`src/a85_pkg.sv`:
```
// ----------------------------------------------------------------------------
// a85_pkg
// Shared types and character constants for the ascii85 stream decoder.
// ----------------------------------------------------------------------------
package a85_pkg;

    // character codes
    localparam logic [7:0] FIRST_DIGIT = 8'h21;   // '!'
    localparam logic [7:0] LAST_DIGIT  = 8'h75;   // 'u'
    localparam logic [7:0] ZERO_GROUP  = 8'h7A;   // 'z'
    localparam logic [7:0] TILDE       = 8'h7E;   // '~'
    localparam logic [7:0] CLOSE       = 8'h3E;   // '>'

    localparam int BASE  = 85;
    // a group of up to four digits stays below 85^4
    localparam int ACC_W = 26;

    typedef enum logic [2:0] {
        K_DATA     = 3'd0,
        K_END      = 3'd1,
        K_ILLEGAL  = 3'd2,
        K_LONE     = 3'd3,
        K_OVERFLOW = 3'd4
    } t_kind;

    // what follows the optional four-byte group of a command
    typedef enum logic [1:0] {
        TAIL_NONE     = 2'd0,
        TAIL_ILLEGAL  = 2'd1,
        TAIL_OVERFLOW = 2'd2,
        TAIL_FINISH   = 2'd3
    } t_tail;

    typedef struct packed {
        logic [7:0] in_char;
        logic       is_final;
    } t_in;

    typedef struct packed {
        t_kind      kind;
        logic [7:0] data_byte;
        logic       run_last;
    } t_out;

    // one command from the front to the back
    typedef struct packed {
        logic             grp;    // four bytes of word first
        logic [31:0]      word;
        t_tail            tail;
        logic [2:0]       pos;    // digits of the group left at finish
        logic [ACC_W-1:0] acc;    // value of those digits
    } t_cmd;

    typedef struct packed {
        logic empty;
        logic full;
    } t_qstat;

endpackage

```
`src/a85_front.sv`:
```
// ----------------------------------------------------------------------------
// a85_front
// Character classifier: keeps the group state and turns each character into
// at most one command for the back end.
// ----------------------------------------------------------------------------
module a85_front (
    input  logic           i_clk,
    input  logic           i_rst_n,
    input  logic           i_take,
    input  a85_pkg::t_in   i_item,
    output logic           o_push,
    output a85_pkg::t_cmd  o_cmd
);
    import a85_pkg::*;

    logic [ACC_W-1:0] r_acc, n_acc;
    logic [2:0]       r_pos, n_pos;
    logic             r_tilde, n_tilde;
    logic             r_disc, n_disc;

    logic [7:0]  w_c;
    logic        w_fin;
    logic        w_stop;
    logic        w_space;
    logic [7:0]  w_digit;
    logic [32:0] w_sum;
    t_cmd        w_cmd;

    assign w_c     = i_item.in_char;
    assign w_fin   = i_item.is_final;
    // nul, tab, lf, ff, cr and space
    assign w_space = (w_c == 8'd0) || (w_c == 8'd9) || (w_c == 8'd10) ||
                     (w_c == 8'd12) || (w_c == 8'd13) || (w_c == 8'd32);
    assign w_digit = w_c - FIRST_DIGIT;
    assign w_sum   = 33'(r_acc) * 33'(BASE) + 33'(w_digit);

    always_comb begin
        n_acc   = r_acc;
        n_pos   = r_pos;
        n_tilde = r_tilde;
        n_disc  = r_disc;
        w_stop  = 1'b0;
        w_cmd   = '0;
        w_cmd.tail = TAIL_NONE;
        if (i_take) begin
            if (r_disc) begin
                if (w_fin) begin
                    n_acc  = '0;
                    n_pos  = '0;
                    n_disc = 1'b0;
                end
            end else begin
                if (r_tilde) begin
                    n_tilde = 1'b0;
                    w_stop  = 1'b1;
                    if (w_c == CLOSE) begin
                        w_cmd.tail = TAIL_FINISH;
                        w_cmd.pos  = r_pos;
                        w_cmd.acc  = r_acc;
                    end else begin
                        w_cmd.tail = TAIL_ILLEGAL;
                    end
                end else if (w_space) begin
                    n_acc = r_acc;
                end else if ((w_c == ZERO_GROUP) && (r_pos == 3'd0)) begin
                    w_cmd.grp = 1'b1;
                end else if ((w_c == TILDE) && !w_fin) begin
                    n_tilde = 1'b1;
                end else if ((w_c >= FIRST_DIGIT) && (w_c <= LAST_DIGIT)) begin
                    if (r_pos == 3'd4) begin
                        if (w_sum[32]) begin
                            w_cmd.tail = TAIL_OVERFLOW;
                            w_stop     = 1'b1;
                        end else begin
                            w_cmd.grp  = 1'b1;
                            w_cmd.word = w_sum[31:0];
                        end
                        n_acc = '0;
                        n_pos = '0;
                    end else begin
                        n_acc = w_sum[ACC_W-1:0];
                        n_pos = r_pos + 3'd1;
                    end
                end else begin
                    w_cmd.tail = TAIL_ILLEGAL;
                    w_stop     = 1'b1;
                end

                if (w_fin) begin
                    if (!w_stop) begin
                        w_cmd.tail = TAIL_FINISH;
                        w_cmd.pos  = n_pos;
                        w_cmd.acc  = n_acc;
                    end
                    n_acc   = '0;
                    n_pos   = '0;
                    n_tilde = 1'b0;
                    n_disc  = 1'b0;
                end else if (w_stop) begin
                    n_acc   = '0;
                    n_pos   = '0;
                    n_tilde = 1'b0;
                    n_disc  = 1'b1;
                end
            end
        end
    end

    always_ff @(posedge i_clk) begin
        if (!i_rst_n) begin
            r_acc   <= '0;
            r_pos   <= '0;
            r_tilde <= 1'b0;
            r_disc  <= 1'b0;
        end else begin
            r_acc   <= n_acc;
            r_pos   <= n_pos;
            r_tilde <= n_tilde;
            r_disc  <= n_disc;
        end
    end

    assign o_push = i_take && !r_disc && (w_cmd.grp || (w_cmd.tail != TAIL_NONE));
    assign o_cmd  = w_cmd;

endmodule

```
`src/a85_fifo.sv`:
```
// ----------------------------------------------------------------------------
// a85_fifo
// Short command queue between the classifier and the result sequencer.
// ----------------------------------------------------------------------------
module a85_fifo #(
    parameter int DEPTH = 4
) (
    input  logic            i_clk,
    input  logic            i_rst_n,
    input  logic            i_push,
    input  a85_pkg::t_cmd   i_cmd,
    input  logic            i_pop,
    output a85_pkg::t_cmd   o_cmd,
    output a85_pkg::t_qstat o_stat
);
    import a85_pkg::*;

    localparam int AW = (DEPTH > 1) ? $clog2(DEPTH) : 1;
    localparam int CW = $clog2(DEPTH + 1);

    t_cmd          r_mem [DEPTH];
    logic [AW-1:0] r_wr, r_rd;
    logic [CW-1:0] r_cnt;

    function automatic logic [AW-1:0] nxt(input logic [AW-1:0] p);
        logic [AW-1:0] q;
        q = (p == AW'(DEPTH - 1)) ? '0 : p + AW'(1);
        return q;
    endfunction

    always_ff @(posedge i_clk) begin
        if (i_push) begin
            r_mem[r_wr] <= i_cmd;
        end
    end

    always_ff @(posedge i_clk) begin
        if (!i_rst_n) begin
            r_wr  <= '0;
            r_rd  <= '0;
            r_cnt <= '0;
        end else begin
            if (i_push) begin
                r_wr <= nxt(r_wr);
            end
            if (i_pop) begin
                r_rd <= nxt(r_rd);
            end
            case ({i_push, i_pop})
                2'b10:   r_cnt <= r_cnt + CW'(1);
                2'b01:   r_cnt <= r_cnt - CW'(1);
                default: r_cnt <= r_cnt;
            endcase
        end
    end

    assign o_cmd        = r_mem[r_rd];
    assign o_stat.empty = (r_cnt == '0);
    assign o_stat.full  = (r_cnt == CW'(DEPTH));

endmodule

```
`src/a85_back.sv`:
```
// ----------------------------------------------------------------------------
// a85_back
// Result sequencer: plays out each command as data bytes and status results
// into a registered output stage.
// ----------------------------------------------------------------------------
module a85_back (
    input  logic            i_clk,
    input  logic            i_rst_n,
    input  a85_pkg::t_qstat i_qstat,
    input  a85_pkg::t_cmd   i_cmd,
    output logic            o_pop,
    output logic            o_out_valid,
    input  logic            i_out_ready,
    output a85_pkg::t_out   o_out_data
);
    import a85_pkg::*;

    typedef enum logic [2:0] {
        S_IDLE = 3'b001,
        S_GRP  = 3'b010,
        S_TAIL = 3'b100
    } t_state;

    t_state      r_state, n_state;
    t_cmd        r_cmd, n_cmd;
    logic [1:0]  r_idx, n_idx;
    logic [32:0] r_pad;
    logic        r_pad_ok;
    logic        r_out_valid;
    t_out        r_out;

    logic        w_free, w_emit, w_done, w_pop;
    t_out        w_res;
    logic [26:0] w_acc1;
    logic [46:0] w_prod;

    // 85^(5-pos): padding with 'u' equals (acc+1)*85^k - 1
    function automatic logic [19:0] pad_mult(input logic [2:0] pos);
        logic [19:0] m;
        case (pos)
            3'd2:    m = 20'd614125;
            3'd3:    m = 20'd7225;
            3'd4:    m = 20'd85;
            default: m = 20'd1;
        endcase
        return m;
    endfunction

    function automatic logic [7:0] byte_of(input logic [31:0] w, input logic [1:0] i);
        logic [7:0] b;
        case (i)
            2'd0:    b = w[31:24];
            2'd1:    b = w[23:16];
            2'd2:    b = w[15:8];
            default: b = w[7:0];
        endcase
        return b;
    endfunction

    assign w_acc1 = 27'(r_cmd.acc) + 27'd1;
    assign w_prod = 47'(w_acc1) * 47'(pad_mult(r_cmd.pos));
    assign w_free = !r_out_valid || i_out_ready;

    always_comb begin
        n_state = r_state;
        n_cmd   = r_cmd;
        n_idx   = r_idx;
        w_emit  = 1'b0;
        w_done  = 1'b0;
        w_pop   = 1'b0;
        w_res   = '0;
        w_res.kind = K_DATA;
        case (r_state)
            S_IDLE: begin
                w_done = 1'b1;
            end
            S_GRP: begin
                if (w_free) begin
                    w_emit          = 1'b1;
                    w_res.data_byte = byte_of(r_cmd.word, r_idx);
                    if (r_idx == 2'd3) begin
                        n_idx = '0;
                        if (r_cmd.tail == TAIL_NONE) begin
                            w_res.run_last = 1'b1;
                            w_done         = 1'b1;
                        end else begin
                            n_state = S_TAIL;
                        end
                    end else begin
                        n_idx = r_idx + 2'd1;
                    end
                end
            end
            S_TAIL: begin
                if (w_free) begin
                    case (r_cmd.tail)
                        TAIL_ILLEGAL: begin
                            w_emit = 1'b1;
                            w_done = 1'b1;
                            w_res.kind     = K_ILLEGAL;
                            w_res.run_last = 1'b1;
                        end
                        TAIL_OVERFLOW: begin
                            w_emit = 1'b1;
                            w_done = 1'b1;
                            w_res.kind     = K_OVERFLOW;
                            w_res.run_last = 1'b1;
                        end
                        TAIL_FINISH: begin
                            if (r_cmd.pos == 3'd0) begin
                                w_emit = 1'b1;
                                w_done = 1'b1;
                                w_res.kind     = K_END;
                                w_res.run_last = 1'b1;
                            end else if (r_cmd.pos == 3'd1) begin
                                w_emit = 1'b1;
                                w_done = 1'b1;
                                w_res.kind     = K_LONE;
                                w_res.run_last = 1'b1;
                            end else if (r_pad_ok) begin
                                w_emit = 1'b1;
                                if (r_pad[32]) begin
                                    w_done = 1'b1;
                                    w_res.kind     = K_OVERFLOW;
                                    w_res.run_last = 1'b1;
                                end else if ((3'(r_idx) + 3'd1) < r_cmd.pos) begin
                                    w_res.data_byte = byte_of(r_pad[31:0], r_idx);
                                    n_idx = r_idx + 2'd1;
                                end else begin
                                    w_done = 1'b1;
                                    w_res.kind     = K_END;
                                    w_res.run_last = 1'b1;
                                end
                            end
                        end
                        default: begin
                            w_done = 1'b1;
                        end
                    endcase
                end
            end
            default: begin
                n_state = S_IDLE;
            end
        endcase

        if (w_done) begin
            if (!i_qstat.empty) begin
                w_pop   = 1'b1;
                n_cmd   = i_cmd;
                n_idx   = '0;
                n_state = i_cmd.grp ? S_GRP : S_TAIL;
            end else begin
                n_state = S_IDLE;
            end
        end
    end

    always_ff @(posedge i_clk) begin
        if (!i_rst_n) begin
            r_state     <= S_IDLE;
            r_idx       <= '0;
            r_pad_ok    <= 1'b0;
            r_out_valid <= 1'b0;
        end else begin
            r_state  <= n_state;
            r_idx    <= n_idx;
            r_pad_ok <= !w_pop;
            if (w_emit) begin
                r_out_valid <= 1'b1;
            end else if (i_out_ready) begin
                r_out_valid <= 1'b0;
            end
        end
    end

    always_ff @(posedge i_clk) begin
        r_cmd <= n_cmd;
        r_pad <= w_prod[32:0] - 33'd1;
        if (w_emit) begin
            r_out <= w_res;
        end
    end

    assign o_pop       = w_pop;
    assign o_out_valid = r_out_valid;
    assign o_out_data  = r_out;

endmodule

```
`src/ascii85_stream_decoder.sv`:
```
// ----------------------------------------------------------------------------
// ascii85_stream_decoder
// Character-serial ascii85 decoder with a decoupled classifier and result
// sequencer.
// ----------------------------------------------------------------------------
// One character is accepted per clock while the command queue has room. The
// front end classifies each character in the cycle it is accepted, updates
// the running group value with one multiply-add by 85, and queues at most one
// command. The back end plays commands out at one result per clock, while the
// output is ready, through a registered output stage; a full group or 'z'
// gives four data bytes and the queue (QUEUE_DEPTH entries) absorbs those
// bursts; input stalls only when the queue is full. A finish of a partial
// group of two or more digits waits for the registered padding multiply when
// it is the first thing of its command. A character's earliest result passes
// through the queue, command register and output register. Whitespace, pending
// '~' and digits that do not complete a group produce nothing.
module ascii85_stream_decoder #(
    parameter int QUEUE_DEPTH = 4
) (
    input  logic          i_clk,
    input  logic          i_rst_n,
    input  logic          i_in_valid,
    output logic          o_in_ready,
    input  a85_pkg::t_in  i_in_data,
    output logic          o_out_valid,
    input  logic          i_out_ready,
    output a85_pkg::t_out o_out_data
);
    import a85_pkg::*;

    logic   w_take;     // input request accepted this cycle
    logic   w_push;     // classifier produced a command
    logic   w_pop;      // sequencer took the head command
    t_cmd   w_cmd_in;
    t_cmd   w_cmd_out;
    t_qstat w_qstat;

    // accept whenever the queue can take a command
    assign o_in_ready = !w_qstat.full;
    assign w_take     = i_in_valid && o_in_ready;

    // classifier and group state
    a85_front u_front (
        .i_clk   (i_clk),
        .i_rst_n (i_rst_n),
        .i_take  (w_take),
        .i_item  (i_in_data),
        .o_push  (w_push),
        .o_cmd   (w_cmd_in)
    );

    // command queue
    a85_fifo #(
        .DEPTH (QUEUE_DEPTH)
    ) u_fifo (
        .i_clk   (i_clk),
        .i_rst_n (i_rst_n),
        .i_push  (w_push),
        .i_cmd   (w_cmd_in),
        .i_pop   (w_pop),
        .o_cmd   (w_cmd_out),
        .o_stat  (w_qstat)
    );

    // result sequencer with output register
    a85_back u_back (
        .i_clk       (i_clk),
        .i_rst_n     (i_rst_n),
        .i_qstat     (w_qstat),
        .i_cmd       (w_cmd_out),
        .o_pop       (w_pop),
        .o_out_valid (o_out_valid),
        .i_out_ready (i_out_ready),
        .o_out_data  (o_out_data)
    );

`ifndef ASSERT_OFF
    // status results close their item and carry no byte
    a_status_last: assert property (@(posedge i_clk) disable iff (!i_rst_n)
        (o_out_valid && (o_out_data.kind != K_DATA)) |->
        (o_out_data.run_last && (o_out_data.data_byte == 8'd0)))
        else $error("status result without run_last or with nonzero byte");

    // no command is pushed into a full queue
    a_no_overrun: assert property (@(posedge i_clk) disable iff (!i_rst_n)
        w_push |-> !w_qstat.full)
        else $error("command queue overrun");

    // no pop from an empty queue
    a_no_underrun: assert property (@(posedge i_clk) disable iff (!i_rst_n)
        w_pop |-> !w_qstat.empty)
        else $error("command queue underrun");

    // output is idle right after reset
    a_reset_idle: assert property (@(posedge i_clk)
        !i_rst_n |=> !o_out_valid)
        else $error("output valid right after reset");
`endif

endmodule
```
`config.mk`:
```
export PLATFORM = sky130hd
export DESIGN_NAME = ascii85_stream_decoder
export DESIGN_NICKNAME = d
export VERILOG_FILES = /design/src/a85_pkg.sv /design/src/a85_front.sv /design/src/a85_fifo.sv /design/src/a85_back.sv /design/src/ascii85_stream_decoder.sv
export SDC_FILE = /design/constraint.sdc
export NUM_CORES = 2
export LEC_CHECK = 0
export BUFFER_PORTS_ARGS = -buffer_cell sky130_fd_sc_hd__buf_2
export CAP_MARGIN = 20
export CORE_MARGIN = 1.5
export CORE_UTILIZATION = 40
export DETAILED_ROUTE_END_ITERATION = 16
export PLACE_DENSITY_LB_ADDON = 0.3
export SLEW_MARGIN = 25
export SYNTH_ARGS = -nofsm -noshare
export SYNTH_HDL_FRONTEND = slang
export SYNTH_SLANG_ARGS = --single-unit
```
`constraint.sdc`:
```
create_clock -name i_clk -period 24.6 [get_ports i_clk]
set_clock_uncertainty 0.15 [all_clocks]
set_input_delay 7.38 -clock i_clk [delete_from_list [all_inputs] [get_ports i_clk]]
set_output_delay 7.38 -clock i_clk [all_outputs]
set_load 0.02 [all_outputs]
```
# After elaboration in Yosys (flattened, before gate mapping)
# Memory sizes are Yosys's and may differ from the RTL's. A register that Yosys moved wholly into a read port is not among the register bits.
# Index checks and enable logic that the tools add are counted.
# op_classes
n_addsub,11
multipliers,2
div_mod_pow,0
order_cmp,3
n_eq_ne,32
shifts,0
mux,132
n_bitwise,2
reduce_logical,34
# ops
op,n
two-way mux 35 bit,10
two-way mux 26 bit,10
two-way mux 64 bit,2
two-way mux 33 bit,3
two-way mux 31 bit,2
one-hot mux 20 bit (3 select lines),1
two-way mux 29 bit,2
two-way mux 3 bit,19
one-hot mux 8 bit (3 select lines),2
two-way mux 1 bit,44
two-way mux 8 bit,5
two-way mux 2 bit,19
two-way mux 34 bit,1
adder 33 x 8 -> 33 bit,1
"multiplier 26 x 7 -> 33 bit, second input constant",1
multiplier 27 x 20 -> 33 bit,1
"subtractor 33 x 1 -> 33 bit, second input constant",1
"== test 8 x 4 -> 1 bit, second input constant",4
"adder 26 x 1 -> 27 bit, second input constant",1
two-way mux 9 bit,2
one-hot mux 9 bit (2 select lines),1
"== test 8 x 6 -> 1 bit, second input constant",2
"== test 8 x 7 -> 1 bit, second input constant",2
"== test 2 bit, second input constant",7
33 further kinds,73
# totals
ff_bits,153
latchBits,0
ram_bits,256
romBits,0
input_bits,13
output_inout_bits,14
elab_cells,236
mem_count,1
# memory_table
name,depth,word_bits,read_ports,rd_clocked_by_memory_dff,write_ports,line_no,text
u_fifo.r_mem,4,64,1,1,1,a85_fifo.sv:21,t_cmd r_mem [DEPTH];

# Depth between registers and ports, before layout
# logic_depth
depth_word,25
ltp_mapped,29

# Modules after synthesis
# Synthesis repeated with hierarchy kept, for this count alone.
# hier_totals
cells_unflattened,2702
hier_area_um2,31470.2
# modules_own_cells
mod,instances,cells_per_inst,area_each_um2
a85_back,1,1566,15567.4
a85_fifo,1,381,9774.4
a85_front,1,753,6118.4
ascii85_stream_decoder,1,2,10.0

# Least setup slack after synthesis
# No wires, ideal clock.
# synth_path
path_type,input -> register
start,input port i_in_data[3] (netlist bit)
end,memory u_fifo.r_mem[0][0] (netlist bit) (enable)
setup_ns,0.429
arrival_time_ns,13.435
required_ns,24.021
slack_ns,10.586
path_stages,21
n_path_buf,1
cell_sequence,clkbuf_1 nor2_1 nand3_1 nor2_1 xnor2_1 ha_1 fa_1 inv_1 fa_1 inv_1 ha_1 o21a_1 o31a_1 o311a_1 a221o_1 a21bo_1 o21ba_1 nor3_2 o311ai_2 a31oi_1 and2_1
# synth_via
elab_chain_len,25
# synth_lines
item,line_no,text
start: declaration,ascii85_stream_decoder.sv:24,"input a85_pkg::t_in i_in_data,"
subtractor 8 x 6 -> 8 bit,a85_front.sv:34,assign w_digit = w_c - FIRST_DIGIT;
adder 33 x 8 -> 33 bit,a85_front.sv:35,assign w_sum = 33'(r_acc) * 33'(BASE) + 33'(w_digit);
two-way mux 2 bit,a85_front.sv:71,if (w_sum[32]) begin
two-way mux 35 bit,a85_front.sv:70,if (r_pos == 3'd4) begin
two-way mux 35 bit,a85_front.sv:69,end else if ((w_c >= FIRST_DIGIT) && (w_c <= LAST_DIGIT)) begin
two-way mux 35 bit,a85_front.sv:67,end else if ((w_c == TILDE) && !w_fin) begin
two-way mux 35 bit,a85_front.sv:65,end else if ((w_c == ZERO_GROUP) && (r_pos == 3'd0)) begin
two-way mux 35 bit,a85_front.sv:63,end else if (w_space) begin
(+9 left out),n/a,
two-way mux 31 bit,a85_front.sv:89,if (w_fin) begin
two-way mux 64 bit (*),a85_front.sv:46,if (r_disc) begin
two-way mux 64 bit (*),a85_front.sv:45,if (i_take) begin
nonzero test 2 bit,a85_front.sv:123,assign o_push = i_take && !r_disc && (w_cmd.grp || (w_cmd.tail != TAIL_NONE));
logical OR 1 bit (*),a85_front.sv:123,
logical AND 1 bit (*),a85_front.sv:123,
two-way mux 1 bit (*),a85_fifo.sv:32,if (i_push) begin
two-way mux 1 bit (implied by the code) (*),a85_fifo.sv:33,r_mem[r_wr] <= i_cmd;
end: declaration,a85_fifo.sv:21,
# Every way passes the cells marked *; elsewhere a longest branch is shown, timed or not. The select of a mux whose other input is x is not followed.

==> flow_summary.yaml <==
yosys:
  async_flop_share: 0
  synth_area_leader_cell: "edfxtp_1"
  ys_top_cells_by_area: "edfxtp_1 33%, fa_1 22%, ha_1 11%, dfxtp_1 5.3%, inv_1 5.3%"
  synth_area_per_cell_um2: 12.3
  ys.flop_type: "edfxtp_1"
  synthCells: 2451
  synth-seq-area-share: 0.384
  synth_top_area_frac: 0.331
  synth_edf_count: 331
  synth_area_um2: 30100
  synth_warnings: 0
  ys_ff_latch: 411
  syn_nets: 3064
  synth_cell_types: 77
clock_network:
  cts-hold-fix-buffers: 0
  cts_tree: "done"
  ctsResizeCount: 0
  post-cts-setup-buffer-count: 0
  path_clk_slew_ps: 60
  clk_latency_ps: 550
  cts_buffers: 42
  h-tree-depth: 2
  root_buffer: "clkbuf_16"
  clockBufferDepth: 3
  cts_sinks: 411
timing:
  grt_setup_unrepaired: "no"
  min_period_over_period: 0.551
  finalHoldViolations: 0
  timing.hold.ws_ps: 360
  tightest_slew_ps: 1020
  period_needed_ps: 13570
  max-slew-margin-rel: 0.317
  setup_violations: 0
  final_max_slew_viol_count: 0
  fmax_mhz: 73.7
  fin_tns_setup_ps: 0
routing:
  drc: 0
  vias_per_cell: 5.28
  wire_per_inst_um: 20.5
  dr.first_iter.drc_count: 1435
  postRouteWirelength_mm: 71.2
  ant_nets: 0
  dr.pass1.iters: 5
  vias: 18349
worst_setup_path:
  crit_path_max_fanout: 14
  path_buf_inv: 3
  path_class: "in -> reg"
  arrival_ps: 13700
  crit_path_cell_trace: "buf_2 > nor2_1 > nand3_1 > nor2_1 > xnor2_1 > ha_1 > fa_1 > inv_1 > fa_1 > inv_1 > ha_1 > o21a_1 > o31a_1 > o311a_1 > a221o_1 > a21bo_1 > o21ba_1 > o211ai_2 > and4_1 > nand3_1 > o21ai_0"
  start_kind: "input pin"
  cp_slowest_cell: "o21ai_0"
  cp_data_required_time_ps: 24730
  cp-end-kind: "flip-flop"
  max_stage_delay_ps: 630
  path_delay_family: "compound AO/OA/AOI/OAI gates"
min_path:
  hold_path.class: "reg -> reg"
grt:
  antenna_found_initial: 1
  grt-ovfl-total: 0
  grt_first_pass_wirelength_mm: 113
  grt_use_total: 0.190
  grt_pass1_vias: 19644
  grt_max_degree: 70
floorplanning:
  core_area_um2: 74400
  die_y_um: 277
  io_pins: 27
  start_util: 0.404
  core.rowCount: 100
  die_area_um2: 76800
  die-width_um: 277
placed_design:
  io_buffers: 26
  place.gp.congestion: 0.927
  placedCellCount: 3401
  dp_hpwl_mm: 56.7
layout:
  nNetsFinal: 3089
  diodes: 0
  final_cells: 3478
  area_growth_syn_to_layout_pct: 8.95
  drive_above_1_share: 0.0793
flow_run:
  maxCapViolations: 0
outcome:
  status: "complete, no violations"
[cell type report]
type                       instances  area (µm²)
inverter                         426        1600
timing repair buffer              45         273
multi-input combinational       1550       16700
fill                            6761       41700
sequential                       411       11500
clock inverter                    26         339
clock buffer                      51        1090
tap                              969        1210
[synth_stat cells, types with 6 or more instances]
cell / n
o31ai_1: 12
or3_1: 18
nor2_1: 184
o22ai_1: 11
nor3_1: 14
buf_1: 9
xor2_1: 30
inv_1: 426
edfxtp_1: 331
a222oi_1: 16
dfxtp_1: 80
and4_1: 10
clkbuf_1: 49
or2_2: 6
nand2_1: 107
nand4_1: 14
o21a_1: 7
ha_1: 274
o21ai_1: 22
a31oi_1: 8
nand2b_1: 20
fa_1: 326
mux4_2: 64
xnor2_1: 72
o21ai_0: 47
a21oi_1: 70
a22o_1: 9
and3_1: 12
a22oi_1: 19
nand3_1: 23
nor2b_1: 29
and2_1: 18
o21bai_1: 10
a21o_1: 26
[flip-flops by register name, indices dropped and copies added, names as in the netlist, named ones only]
register	cells
u_fifo.r_wr	2
u_fifo.r_cnt	3
u_back.r_cmd	63
u_fifo.r_rd	2
u_back.o_out_data	12
u_front.r_acc	26
u_back.r_pad_ok	1
u_front.r_disc	1
u_front.r_pos	3
u_back.r_idx	2
u_front.r_tilde	1
u_fifo.r_mem	256
u_back.r_state	3
u_back.o_out_valid	1
u_back.r_pad	33
[cell usage in the layout, fill, tap and decap left out, drive strengths merged, types with 26 or more instances in the layout]
cell type	netlist	routed
dfxtp	80	80
buf	15	45
edfxtp	331	331
a21o	26	26
nand2	107	107
nor2	184	184
xnor2	72	72
mux4	64	64
a21oi	70	70
o21ai	69	69
fa	326	326
xor2	31	31
clkbuf	49	51
ha	274	274
inv	426	427
nor2b	29	29
[cell families after synthesis]
group | share of synthesized area
xor gates and xnor gates | 0.0310
AOI/OAI and AO/OA | 0.0691
DFF | 0.384
adders and majority gates | 0.331
muxes | 0.0496
and+or+nand+nor | 0.0740
buffers and inverters | 0.0615
[layer usage]
| layer | part of all wire | GRT usage | vias to the layer above |
|---|---|---|---|
| li1 | - | - | 8428 |
| met1 | 0.44 | 0.260 | 9330 |
| met2 | 0.49 | 0.319 | 467 |
| met3 | 0.044 | 0.0193 | 122 |
| met4 | 0.031 | 0.0595 | 2 |
| met5 | 0.00018 | 0 | - |
[worst reg2reg max path, stage by stage, from the launching register on]
cell and delay [ps]:
edfxtp_1 670, ha_1 310, and3_1 350, nand4_1 160, xor2_1 240, nor2_1 590, fa_1 570, fa_1 520
fa_1 500, inv_1 50, fa_1 510, inv_1 60, fa_1 550, fa_1 450, fa_1 490, ha_1 240
or3_1 430, a2111o_1 310, a41oi_1 240, o21bai_1 170, a211oi_1 430, o21ai_0 290, a41oi_1 380, a21oi_1 160
o22ai_1 220, xnor2_1 170
[per-stage QoR]
| stage | setup slack, ps | instance area, µm² | utilization |
|---|---|---|---|
| 2_1_floorplan | 10590 | 30100 | - |
| 3_3_place_gp | 10830 | 31300 | 0.421 |
| 3_5_place_dp | 10580 | 31300 | 0.421 |
| 4_1_cts | 11130 | 32800 | 0.440 |
| 5_1_grt | 10730 | 32800 | 0.440 |
| 6_report | 11030 | 32800 | 0.440 |
[path summary, 6_finish.rpt]
| kind | start | end | slack (ps) | cells past startpoint |
|---|---|---|---|---|
| max | i_in_data[3] | u_fifo.r_mem[2][2] | 11030 | 21 |
| min | u_front.r_pos[1] | u_front.r_pos[1] | 360 | 2 |
| min reg2reg | u_front.r_pos[1] | u_front.r_pos[1] | 360 | 2 |
| max reg2reg | u_back.r_cmd[0] | u_back.r_pad[32] | 15280 | 25 |
Power is not shown: default switching activity piles up to over one toggle a cycle in this logic, so the estimate is an artifact.
